## config.mk

```make
export PLATFORM = sky130hd
export DESIGN_NAME = nearest_least_loaded_gate_allocator_core
export DESIGN_NICKNAME = d
export VERILOG_FILES = /design/src/rtl/nllg_pkg.sv /design/src/rtl/nllg_ram.sv /design/src/rtl/nllg_ctrl.sv /design/src/rtl/nllg_dpath.sv /design/src/rtl/nearest_least_loaded_gate_allocator_core.sv
export SDC_FILE = /design/constraint.sdc
export NUM_CORES = 1
export LEC_CHECK = 0
export BUFFER_PORTS_ARGS = -buffer_cell sky130_fd_sc_hd__buf_2
export CAP_MARGIN = 20
export CORE_MARGIN = 2
export CORE_UTILIZATION = 36
export DETAILED_ROUTE_END_ITERATION = 6
export PLACE_DENSITY = 0.51
export SYNTH_ARGS = -nofsm -noshare
export SYNTH_HDL_FRONTEND = slang
export SYNTH_HIERARCHICAL = 1
export SYNTH_SLANG_ARGS = --single-unit
```

## constraint.sdc

```tcl
create_clock -name clk -period 5.6 [get_ports clk]
set_input_delay 0.28 -clock clk [delete_from_list [all_inputs] [get_ports clk]]
set_output_delay 0.28 -clock clk [all_outputs]
set_load 0.01 [all_outputs]
```

## src/rtl/nllg_pkg.sv

```systemverilog
// ----------------------------------------------------------------------------
// Gate allocator package
// Field widths, command codes and the controller/datapath interface structs.
// ----------------------------------------------------------------------------
package nllg_pkg;

  localparam int DIST_W      = 16;
  localparam int GATE_W      = 4;
  localparam int CFG_W       = 5;
  localparam int OCC_W       = 8;
  localparam int IN_TDATA_W  = 24;
  localparam int OUT_TDATA_W = 8;

  localparam logic [OCC_W-1:0] OCC_TOP = 8'hFF;

  // Request kinds carried on in_tuser.
  localparam logic CMD_ALLOC   = 1'b0;
  localparam logic CMD_RELEASE = 1'b1;

  // Commands from the controller to the datapath.
  typedef struct packed {
    logic capture;    // latch an accepted request and reset the search
    logic pref_step;  // advance the preferred-gate search
    logic scan;       // run the occupancy scan
    logic commit;     // write back the count and load the result register
  } ctrl_cmd_t;

  // Status from the datapath to the controller.
  typedef struct packed {
    logic pref_done;  // preferred gate is settled
    logic scan_done;  // best gate is settled
  } dp_status_t;

endpackage

```

## src/rtl/nllg_ram.sv

```systemverilog
// ----------------------------------------------------------------------------
// Generic simple dual-port RAM
// One write port and one read port with registered read data.
// ----------------------------------------------------------------------------
module nllg_ram #(
  parameter int WIDTH = 8,
  parameter int DEPTH = 16
) (
  input  logic                                   clk,
  input  logic                                   we,
  input  logic [((DEPTH > 1) ? $clog2(DEPTH) : 1)-1:0] waddr,
  input  logic [WIDTH-1:0]                       wdata,
  input  logic [((DEPTH > 1) ? $clog2(DEPTH) : 1)-1:0] raddr,
  output logic [WIDTH-1:0]                       rdata
);

  logic [WIDTH-1:0] mem [DEPTH];
  logic [WIDTH-1:0] rdata_r;

  always_ff @(posedge clk) begin
    if (we) begin
      mem[waddr] <= wdata;
    end
    rdata_r <= mem[raddr];
  end

  assign rdata = rdata_r;

endmodule

```

## src/rtl/nllg_ctrl.sv

```systemverilog
// ----------------------------------------------------------------------------
// Gate allocator controller
// Sequences one request at a time and owns the result valid flag.
// ----------------------------------------------------------------------------
module nllg_ctrl (
  input  logic                 clk,
  input  logic                 rst_n,
  input  logic                 in_tvalid,
  input  logic                 in_cmd,
  output logic                 in_tready,
  output logic                 out_tvalid,
  input  logic                 out_tready,
  input  nllg_pkg::dp_status_t status,
  output nllg_pkg::ctrl_cmd_t  cmd
);

  typedef enum logic [2:0] {
    ST_IDLE,
    ST_PREF,
    ST_SCAN,
    ST_REL_RD,
    ST_COMMIT
  } state_t;

  state_t state_r, state_nxt;
  logic   out_valid_r, out_valid_nxt;
  logic   slot_free;

  assign slot_free = !out_valid_r || out_tready;

  always_comb begin
    state_nxt     = state_r;
    cmd           = '0;
    out_valid_nxt = out_valid_r && !out_tready;
    case (state_r)
      ST_IDLE: begin
        if (in_tvalid) begin
          cmd.capture = 1'b1;
          state_nxt   = (in_cmd == nllg_pkg::CMD_RELEASE) ? ST_REL_RD : ST_PREF;
        end
      end
      ST_PREF: begin
        cmd.pref_step = 1'b1;
        if (status.pref_done) begin
          state_nxt = ST_SCAN;
        end
      end
      ST_SCAN: begin
        cmd.scan = 1'b1;
        if (status.scan_done) begin
          state_nxt = ST_COMMIT;
        end
      end
      ST_REL_RD: begin
        state_nxt = ST_COMMIT;
      end
      ST_COMMIT: begin
        if (slot_free) begin
          cmd.commit    = 1'b1;
          out_valid_nxt = 1'b1;
          state_nxt     = ST_IDLE;
        end
      end
      default: begin
        state_nxt = ST_IDLE;
      end
    endcase
  end

  always_ff @(posedge clk) begin
    if (!rst_n) begin
      state_r     <= ST_IDLE;
      out_valid_r <= 1'b0;
    end else begin
      state_r     <= state_nxt;
      out_valid_r <= out_valid_nxt;
    end
  end

  assign in_tready  = (state_r == ST_IDLE);
  assign out_tvalid = out_valid_r;

endmodule

```

## src/rtl/nllg_dpath.sv

```systemverilog
// ----------------------------------------------------------------------------
// Gate allocator datapath
// Gate count register, preferred-gate search, occupancy scan and write-back.
// ----------------------------------------------------------------------------
module nllg_dpath #(
  parameter int MAX_GATES    = 16,
  parameter int GATE_SPACING = 48
) (
  input  logic                            clk,
  input  logic                            rst_n,
  input  logic                            cfg_wr_en,
  input  logic [nllg_pkg::CFG_W-1:0]      cfg_wr_data,
  input  logic                            in_cmd,
  input  logic [nllg_pkg::DIST_W-1:0]     in_point_distance,
  input  logic [nllg_pkg::GATE_W-1:0]     in_release_gate,
  input  nllg_pkg::ctrl_cmd_t             cmd,
  output nllg_pkg::dp_status_t            status,
  output logic [nllg_pkg::GATE_W-1:0]     res_chosen_gate,
  output logic                            res_got_preferred,
  output logic                            res_flag_error
);

  localparam int IDX_W  = (MAX_GATES > 1) ? $clog2(MAX_GATES) : 1;
  localparam int TGT_W  = $clog2((2 ** nllg_pkg::DIST_W) + GATE_SPACING / 2);
  localparam int ACC_W  = $clog2(MAX_GATES * GATE_SPACING + 1);
  localparam int COST_W = $clog2(256 + MAX_GATES);
  localparam int OCC_W  = nllg_pkg::OCC_W;

  localparam logic [TGT_W-1:0] HALF_SP = TGT_W'(GATE_SPACING / 2);
  localparam logic [ACC_W-1:0] SPACING = ACC_W'(GATE_SPACING);

  logic [nllg_pkg::CFG_W-1:0] gate_count_r;
  logic [MAX_GATES-1:0]       valid_r;

  logic                       cmd_r;
  logic [TGT_W-1:0]           target_r;
  logic [ACC_W-1:0]           acc_r;
  logic [nllg_pkg::GATE_W-1:0] rel_r;
  logic [IDX_W-1:0]           pref_r;
  logic [IDX_W:0]             scan_idx_r;
  logic [IDX_W-1:0]           cmp_idx_r;
  logic                       cmp_vld_r;
  logic [IDX_W-1:0]           best_r;
  logic [COST_W-1:0]          best_cost_r;
  logic [OCC_W-1:0]           best_occ_r;
  logic                       rd_vld_r;

  logic [nllg_pkg::GATE_W-1:0] res_gate_r;
  logic                        res_pref_r;
  logic                        res_err_r;

  logic [IDX_W-1:0]  last_gate;
  logic [IDX_W-1:0]  rel_idx;
  logic [IDX_W-1:0]  raddr;
  logic [IDX_W-1:0]  waddr;
  logic [OCC_W-1:0]  rd_data;
  logic [OCC_W-1:0]  occ;
  logic [OCC_W-1:0]  wdata;
  logic              we;
  logic [IDX_W-1:0]  dist_gates;
  logic [COST_W-1:0] cost;
  logic              better;
  logic              issue_more;
  logic              rel_ok;

  // Index of the last gate in use; zero counts as one gate.
  always_comb begin
    if (gate_count_r == '0) begin
      last_gate = '0;
    end else if (32'(gate_count_r) > 32'(MAX_GATES)) begin
      last_gate = IDX_W'(MAX_GATES - 1);
    end else begin
      last_gate = IDX_W'(gate_count_r - nllg_pkg::CFG_W'(1));
    end
  end

  assign rel_idx = IDX_W'(rel_r);
  assign occ     = rd_vld_r ? rd_data : '0;

  always_comb begin
    dist_gates = (cmp_idx_r >= pref_r) ? (cmp_idx_r - pref_r) : (pref_r - cmp_idx_r);
    cost       = COST_W'(occ) + COST_W'(dist_gates);
    better     = cost < best_cost_r;
    issue_more = 32'(scan_idx_r) <= 32'(last_gate);
    rel_ok     = (32'(rel_r) <= 32'(last_gate)) && (occ != '0);
    raddr      = cmd.scan ? scan_idx_r[IDX_W-1:0] : rel_idx;
  end

  always_comb begin
    status.pref_done = (pref_r == last_gate) ||
                       (32'(target_r) < 32'(acc_r));
    status.scan_done = cmp_vld_r &&
                       ((better && (cost == '0)) || (cmp_idx_r == last_gate));
  end

  // Write-back: release decrements, allocate increments up to the top.
  always_comb begin
    if (cmd_r == nllg_pkg::CMD_RELEASE) begin
      we    = cmd.commit && rel_ok;
      waddr = rel_idx;
      wdata = occ - OCC_W'(1);
    end else begin
      we    = cmd.commit && (best_occ_r != nllg_pkg::OCC_TOP);
      waddr = best_r;
      wdata = best_occ_r + OCC_W'(1);
    end
  end

  nllg_ram #(
    .WIDTH (OCC_W),
    .DEPTH (MAX_GATES)
  ) u_occ_ram (
    .clk   (clk),
    .we    (we),
    .waddr (waddr),
    .wdata (wdata),
    .raddr (raddr),
    .rdata (rd_data)
  );

  always_ff @(posedge clk) begin
    if (!rst_n) begin
      gate_count_r <= nllg_pkg::CFG_W'(1);
      valid_r      <= '0;
    end else begin
      if (cfg_wr_en) begin
        gate_count_r <= cfg_wr_data;
      end
      if (we) begin
        valid_r[waddr] <= 1'b1;
      end
    end
  end

  always_ff @(posedge clk) begin
    rd_vld_r <= valid_r[raddr];

    if (cmd.capture) begin
      cmd_r       <= in_cmd;
      target_r    <= TGT_W'(in_point_distance) + HALF_SP;
      rel_r       <= in_release_gate;
      pref_r      <= '0;
      acc_r       <= SPACING;
      scan_idx_r  <= '0;
      cmp_vld_r   <= 1'b0;
      best_r      <= '0;
      best_cost_r <= '1;
      best_occ_r  <= '0;
    end

    if (cmd.pref_step && !status.pref_done) begin
      pref_r <= pref_r + IDX_W'(1);
      acc_r  <= acc_r + SPACING;
    end

    if (cmd.scan) begin
      cmp_vld_r <= issue_more;
      cmp_idx_r <= scan_idx_r[IDX_W-1:0];
      if (issue_more) begin
        scan_idx_r <= scan_idx_r + (IDX_W + 1)'(1);
      end
      if (cmp_vld_r && better) begin
        best_r      <= cmp_idx_r;
        best_cost_r <= cost;
        best_occ_r  <= occ;
      end
    end

    if (cmd.commit) begin
      if (cmd_r == nllg_pkg::CMD_RELEASE) begin
        res_gate_r <= rel_r;
        res_pref_r <= 1'b0;
        res_err_r  <= !rel_ok;
      end else begin
        res_gate_r <= nllg_pkg::GATE_W'(best_r);
        res_pref_r <= (best_r == pref_r);
        res_err_r  <= 1'b0;
      end
    end
  end

  assign res_chosen_gate   = res_gate_r;
  assign res_got_preferred = res_pref_r;
  assign res_flag_error    = res_err_r;

endmodule

```

## src/rtl/nearest_least_loaded_gate_allocator_core.sv

```systemverilog
// ----------------------------------------------------------------------------
// Nearest least-loaded gate allocator
// Keeps a per-gate occupancy count and hands out the cheapest gate near a point.
// ----------------------------------------------------------------------------
// The block serves one request at a time. An allocate request is accepted,
// then finds the preferred gate P by stepping a running multiple of the gate
// spacing, then scans the N gates in use through the occupancy RAM's
// registered read port (the scan ends early at the first gate of zero cost),
// and then writes back. A release request passes through accept, RAM read
// and write-back. The result sits in an output register, so the next request
// is accepted while a result still waits; write-back only waits when that
// register is full and not being drained. Occupancy counts live in a RAM
// whose entries carry valid flags that reset clears, so counts read as zero
// after reset without a clearing pass. The gate count is written through
// cfg_wr_en and cfg_wr_data and should only change while the block is idle.
// ----------------------------------------------------------------------------
module nearest_least_loaded_gate_allocator_core #(
  parameter int MAX_GATES    = 16,
  parameter int GATE_SPACING = 48
) (
  input  logic                              clk,
  input  logic                              rst_n,
  // Request channel.
  input  logic                              in_tvalid,
  output logic                              in_tready,
  // [15:0] point_distance, [19:16] release_gate, [23:20] zero.
  input  logic [nllg_pkg::IN_TDATA_W-1:0]   in_tdata,
  // [0] cmd: allocate or release.
  input  logic                              in_tuser,
  // Result channel.
  output logic                              out_tvalid,
  input  logic                              out_tready,
  // [3:0] chosen_gate, [4] got_preferred, [5] flag_error, [7:6] zero.
  output logic [nllg_pkg::OUT_TDATA_W-1:0]  out_tdata,
  // Configuration: gate_count.
  input  logic                              cfg_wr_en,
  input  logic [nllg_pkg::CFG_W-1:0]        cfg_wr_data
);

  nllg_pkg::ctrl_cmd_t  cmd;
  nllg_pkg::dp_status_t status;

  logic [nllg_pkg::GATE_W-1:0] res_chosen_gate;
  logic                        res_got_preferred;
  logic                        res_flag_error;

  // The controller walks the request through its phases.
  nllg_ctrl u_ctrl (
    .clk        (clk),
    .rst_n      (rst_n),
    .in_tvalid  (in_tvalid),
    .in_cmd     (in_tuser),
    .in_tready  (in_tready),
    .out_tvalid (out_tvalid),
    .out_tready (out_tready),
    .status     (status),
    .cmd        (cmd)
  );

  // The datapath holds the counts, the gate count register and the result.
  nllg_dpath #(
    .MAX_GATES    (MAX_GATES),
    .GATE_SPACING (GATE_SPACING)
  ) u_dpath (
    .clk               (clk),
    .rst_n             (rst_n),
    .cfg_wr_en         (cfg_wr_en),
    .cfg_wr_data       (cfg_wr_data),
    .in_cmd            (in_tuser),
    .in_point_distance (in_tdata[15:0]),
    .in_release_gate   (in_tdata[19:16]),
    .cmd               (cmd),
    .status            (status),
    .res_chosen_gate   (res_chosen_gate),
    .res_got_preferred (res_got_preferred),
    .res_flag_error    (res_flag_error)
  );

  // Pack the result fields from the lowest bit up, padded to a whole byte.
  assign out_tdata = {2'b00, res_flag_error, res_got_preferred, res_chosen_gate};

endmodule

```

Word level (Yosys, flattened, before mapping)
Memory sizes are Yosys's and may differ from the RTL's. A register that Yosys moved wholly into a read port is not among the register bits.
Index checks and enable logic that the tools add are counted.
- bits in read-only memories: 0
- output and inout port bits: 10
- latch bits: 0
- RAM bits: 128
- logic and storage cells: 121
- flip-flop bits (word level): 99
- memories: 1
- div/mod/pow operators: 0
- eq/ne operators: 12
- $add $sub $neg: 10
- order comparisons: 9
- mux-type cells: 46
- multiply operators: 0
- bitwise operators: 1
- reductions and logical operators: 23
- shifts and indexed selects: 0
- memory list (memory ; depth ; width ; rd ports ; clocked after memory_dff ; write ports ; RTL line ; source):
    u_dpath.u_occ_ram.mem ; 16 ; 8 ; 1 ; 1 ; 1 ; nllg_ram.sv:17 ; logic [WIDTH-1:0] mem [DEPTH];
- operator list (operator ; number):
    4-bit 2-to-1 mux ; 10
    8-bit 2-to-1 mux ; 5
    9-bit 2-to-1 mux ; 3
    10-bit 2-to-1 mux ; 2
    16-bit by 5-bit adder with 17-bit output, second input constant ; 1
    17-bit by 10-bit less-than comparator with 1-bit output ; 1
    16-bit OR ; 1
    1-bit 2-to-1 mux ; 15
    5-bit 2-to-1 mux ; 3
    3-bit one-hot mux with 5 select lines ; 1
    4-bit equality test ; 3
    3-bit 2-to-1 mux ; 4
    10-bit by 6-bit adder with 10-bit output, second input constant ; 1
    4-bit by 5-bit less-than comparator with 1-bit output, second input constant ; 2
    8-bit by 4-bit adder with 9-bit output ; 1
    1-bit logical AND ; 9
    9-bit logical NOT ; 1
    9-bit less-than comparator ; 1
    8-bit by 1-bit adder with 8-bit output, second input constant ; 1
    8-bit inequality test, second input constant ; 1
    8-bit nonzero test ; 1
    4-bit subtractor ; 2
    8-bit by 1-bit subtractor with 8-bit output, second input constant ; 1
    3-bit by 2-bit equality test with 1-bit output, second input constant ; 2
    21 further kinds ; 29

Logic depth before layout (Yosys ltp)
- depth after elaboration: 9
- mapped depth: 24
- depth with buffers taken out: 24

Hierarchy
The synthesis kept the hierarchy.
- modules (own cells, without submodules) (module ; area an instance (um^2) ; times used ; cells each ; sequential area each (um^2)):
    nllg_dpath ; 5432.7 ; 1 ; 584 ; 2132.0
    nllg_ram ; 5147.4 ; 1 ; 229 ; 4003.8
    nllg_ctrl ; 231.5 ; 1 ; 25 ; 80.1
    nearest_least_loaded_gate_allocator_core ; 33.8 ; 1 ; 5 ; 0.0

Worst setup path before layout
Ideal clock, no wire load.
- path kind: register -> register
- from: register u_dpath.pref_r[1]
- to: register u_ctrl.state_r[2]
- arrival: 4.675 ns
- stages on the path, launching flop included: 21
- period minus slack after synthesis: 4.768 ns
- path slack: 0.832 ns
- cell sequence: edfxtp_1 inv_1 fa_1 a21o_1 a21o_1 a21oi_1 mux2_2 ha_1 a21o_1 a21oi_1 xor2_1 inv_1 ha_1 a21o_1 a21o_1 a221oi_1 nor2_1 or3_1 o31ai_1 nor2_1 o32ai_1
- RTL lines (item ; RTL line ; source):
    start, declared ; nllg_dpath.sv:39 ; logic [IDX_W-1:0] pref_r;
    start signal, assigned ; nllg_dpath.sv:152 ; pref_r <= pref_r + IDX_W'(1);
    end signal, assigned ; nllg_ctrl.sv:75 ; state_r <= state_nxt;
    end, declared ; nllg_ctrl.sv:25 ; state_t state_r, state_nxt;

==> flow_summary.json <==
{
  "status": "completed",
  "critPathRequiredTime_ns": 6.04,
  "slew_headroom_pct": 28.86,
  "peakVddDrop_uv": 262.1,
  "diodes": 0,
  "drc_errors": 0,
  "htreeDepth": 1,
  "fin_cells": 1320,
  "path_cells": "inv_1 > ha_1 > inv_1 > fa_1 > a21o_1 > a21o_1 > a21oi_2 > mux2_2 > ha_1 > a21o_1 > a21oi_1 > xor2_1 > inv_1 > ha_1 > a21o_1 > a21o_1 > a221oi_1 > nor2_1 > or3_1 > o31ai_2 > nor2_1 > o32ai_1",
  "crit_fanout": 3,
  "die_w_um": 177.6,
  "wl_per_cell_um": 18.05,
  "layout_commonest_cell": "edfxtp_1",
  "rows": 63,
  "drv_cap": 0,
  "clk_pin_slew_ns": 0.06,
  "worstSkewPairLatency_ns": 0.53,
  "ys_seq_elements": 227,
  "first_pass_iters": 5,
  "use_met2_pct": 25.44,
  "finClkSkew_ns": 0.009489,
  "critPathBufInv": 3,
  "utilization_pct": 42.11,
  "vias_per_cell": 5.129,
  "cpMaxStageDelayCell": "edfxtp_1",
  "fin_tns_setup_ns": 0,
  "cpPeakStageDelay_ns": 0.43,
  "synth_cells": 843,
  "crit_path_start_kind": "flip-flop",
  "grt_pass1_wl_um": 38210,
  "yosysSeqAreaShare_pct": 57.31,
  "yosys_most_used_dff": "edfxtp_1",
  "yosysTopAreaCell": "edfxtp_1",
  "place_inst": 1262,
  "worst_ep_arrival_time_ns": 5.59,
  "synth_enable_flop_cells": 167,
  "dieArea_um2": 31530,
  "synth.avg_cell_area_um2": 12.87,
  "busiest_layer": "met2",
  "critPathKind": "reg -> reg",
  "vias": 6770,
  "grt_pass1_vias": 6802,
  "synthDistinctLibCells": 69,
  "setup_viol": 0,
  "cp_common_cell": "a21o_1",
  "synth_area_leaders": "edfxtp_1 46%, dfxtp_1 11%, ha_1 4.8%",
  "ys_async_sr_fraction_pct": 0,
  "rsz0062_at_grt": "no",
  "gp_congestion": 0.7584,
  "top_level_ports": 45,
  "dp_hpwl_um": 15940,
  "nets": 991,
  "yosys_warnings": 6,
  "ant_nets": 0,
  "cts_tree": "yes",
  "die_h_um": 177.6,
  "core_area_um2": 29640,
  "clock.fmax_mhz": 194.4,
  "final_max_slew_viol_count": 0,
  "syn_area_um2": 10850,
  "grt-ovfl-total": 0,
  "clkSinkCount": 227,
  "p_leak_nw": 4.704,
  "worst_slew_pin_slew_ns": 1.058,
  "antenna_found_initial": 0,
  "crit_path_end_kind": "flip-flop",
  "cpLargestDelayFamily": "compound AO/OA/AOI/OAI gates",
  "cts_made_buffers": 26,
  "period_needed_ns": 5.145,
  "hp-class": "in -> reg",
  "initialDrtViolationCount": 522,
  "track_usage_pct": 15.65,
  "nFillCells": 2845,
  "hold_viol": 0,
  "postRouteWirelength_um": 23820,
  "synthDominantCellAreaShare_pct": 46.24,
  "drive_gt1_share_pct": 15.81,
  "cts-root-buf": "clkbuf_16",
  "met3_usage_pct": 2.314,
  "grt_max_degree": 46,
  "final_cell_mix": "167 x edfxtp_1, 64 x nand2_1, 60 x dfxtp_1",
  "synthToLayoutAreaGrowth_pct": 15.07,
  "grt.met1_usage_pct": 22.13,
  "start_util_pct": 36.59,
  "clockBufferDepth": 3,
  "power_density_nw_per_um2": 390.7,
  "port_buffers": 35,
  "fin_crit_sh_pct": 91.87
}
-- area by class of cell --
class	instances	area, um^2	area share (%)
Sequential cell	227	6216	49.81
Clock buffer	30	675.6	5.414
Tap cell	390	488.0	3.910
Timing Repair Buffer	76	520.5	4.171
Clock inverter	17	153.9	1.233
Inverter	55	206.4	1.654
Multi-Input combinational cell	525	4219	33.81
-- layer usage --
layer | vias up | wire length [um] | part of all wire [%]
met3 | 28 | 1119 | 4.7
met4 | 0 | 341 | 1.4
li1 | 3296 | - | -
met1 | 3328 | 11210 | 47
met5 | - | 0 | 0
met2 | 118 | 11150 | 47
-- flip-flops by register name (all words and copies together) (netlist names), 3 cells and up --
name,flops
u_dpath/u_occ_ram/mem,128
u_dpath/valid_r,16
u_dpath/target_r,13
u_dpath/best_cost_r,9
u_dpath/best_occ_r,8
u_dpath/u_occ_ram/rdata,8
u_dpath/acc_r,6
u_dpath/gate_count_r,5
u_dpath/scan_idx_r,5
u_dpath/best_r,4
u_dpath/cmp_idx_r,4
u_dpath/pref_r,4
u_dpath/rel_idx,4
u_dpath/res_chosen_gate,4
u_ctrl/state_r,3
-- synth_stat cells, types with 17 or more instances --
cell type,n
edfxtp_1,167
nand2_1,64
dfxtp_1,60
nor2_1,58
inv_1,55
ha_1,42
o21ai_0,33
xnor2_1,25
a21oi_1,23
mux2i_1,19
mux4_2,19
nand3b_1,17
-- power by group --
group	leakage, nW	switching (mW)	total (mW)	internal, mW
Clock	0.409	0.670	1.63	0.959
Combinational	2.28	0.670	1.14	0.466
Sequential	2.01	0.121	2.11	1.99
-- logic make-up after synthesis --
| family | share of synthesized area, % |
|---|---|
| buffers and inverters | 3.946 |
| adder cells (fa/ha/maj) | 5.491 |
| other | 0.03458 |
| AND/OR/NAND/NOR | 10.65 |
| flip-flops | 57.31 |
| AO/OA/AOI/OAI | 9.206 |
| multiplexers | 10.13 |
| XOR/XNOR | 3.230 |
-- per-stage QoR --
step / total power, mW / setup slack [ns] / hold slack, ns / area, um^2
6_report: 4.875 / 0.4550 / 0.04311 / 12480
5_1_grt: 5.173 / 0.03065 / 0.03722 / 12480
4_1_cts: 4.930 / 0.2667 / 0.01479 / 12450
3_5_place_dp: 3.270 / 0.2841 / 0.4347 / 11520
3_3_place_gp: 3.272 / 0.3320 / 0.4274 / 11520
2_1_floorplan: 2.932 / 0.8323 / 0.3789 / 10850
-- worst reg2reg max path, cell delays in order (launching register included) --
cell      delay, ns
edfxtp_1       0.43
inv_1          0.09
ha_1           0.14
inv_1          0.06
fa_1           0.38
a21o_1         0.17
a21o_1         0.18
a21oi_2        0.22
mux2_2         0.39
ha_1           0.31
a21o_1         0.18
a21oi_1        0.23
xor2_1         0.30
inv_1          0.08
ha_1           0.18
a21o_1         0.15
a21o_1         0.16
a221oi_1       0.42
nor2_1         0.09
or3_1          0.33
o31ai_2        0.30
nor2_1         0.07
o32ai_1        0.20
-- path summary, 6_finish.rpt --
path / depth (start not counted) / from / slack [ns] / endpoint
worst max-delay path: 22 / u_dpath/cmp_idx_r[0] / 0.46 / u_ctrl/state_r[2]
worst min-delay path: 3 / out_tready / 0.04 / u_ctrl/out_tvalid
worst max register to register: 22 / u_dpath/cmp_idx_r[0] / 0.46 / u_ctrl/state_r[2]
worst min register to register: 2 / u_dpath/valid_r[3] / 0.45 / u_dpath/valid_r[3]
-- what timing repair did --
item / CTS / global route
hold buffers: 10 / 0
buffers inserted: 0 / 0
setup endpoints to repair: 0 / 2
resized for setup: 0 / 2
hold endpoints to repair: 10 / 0
Note: power is estimated with default switching activity, not from simulation.
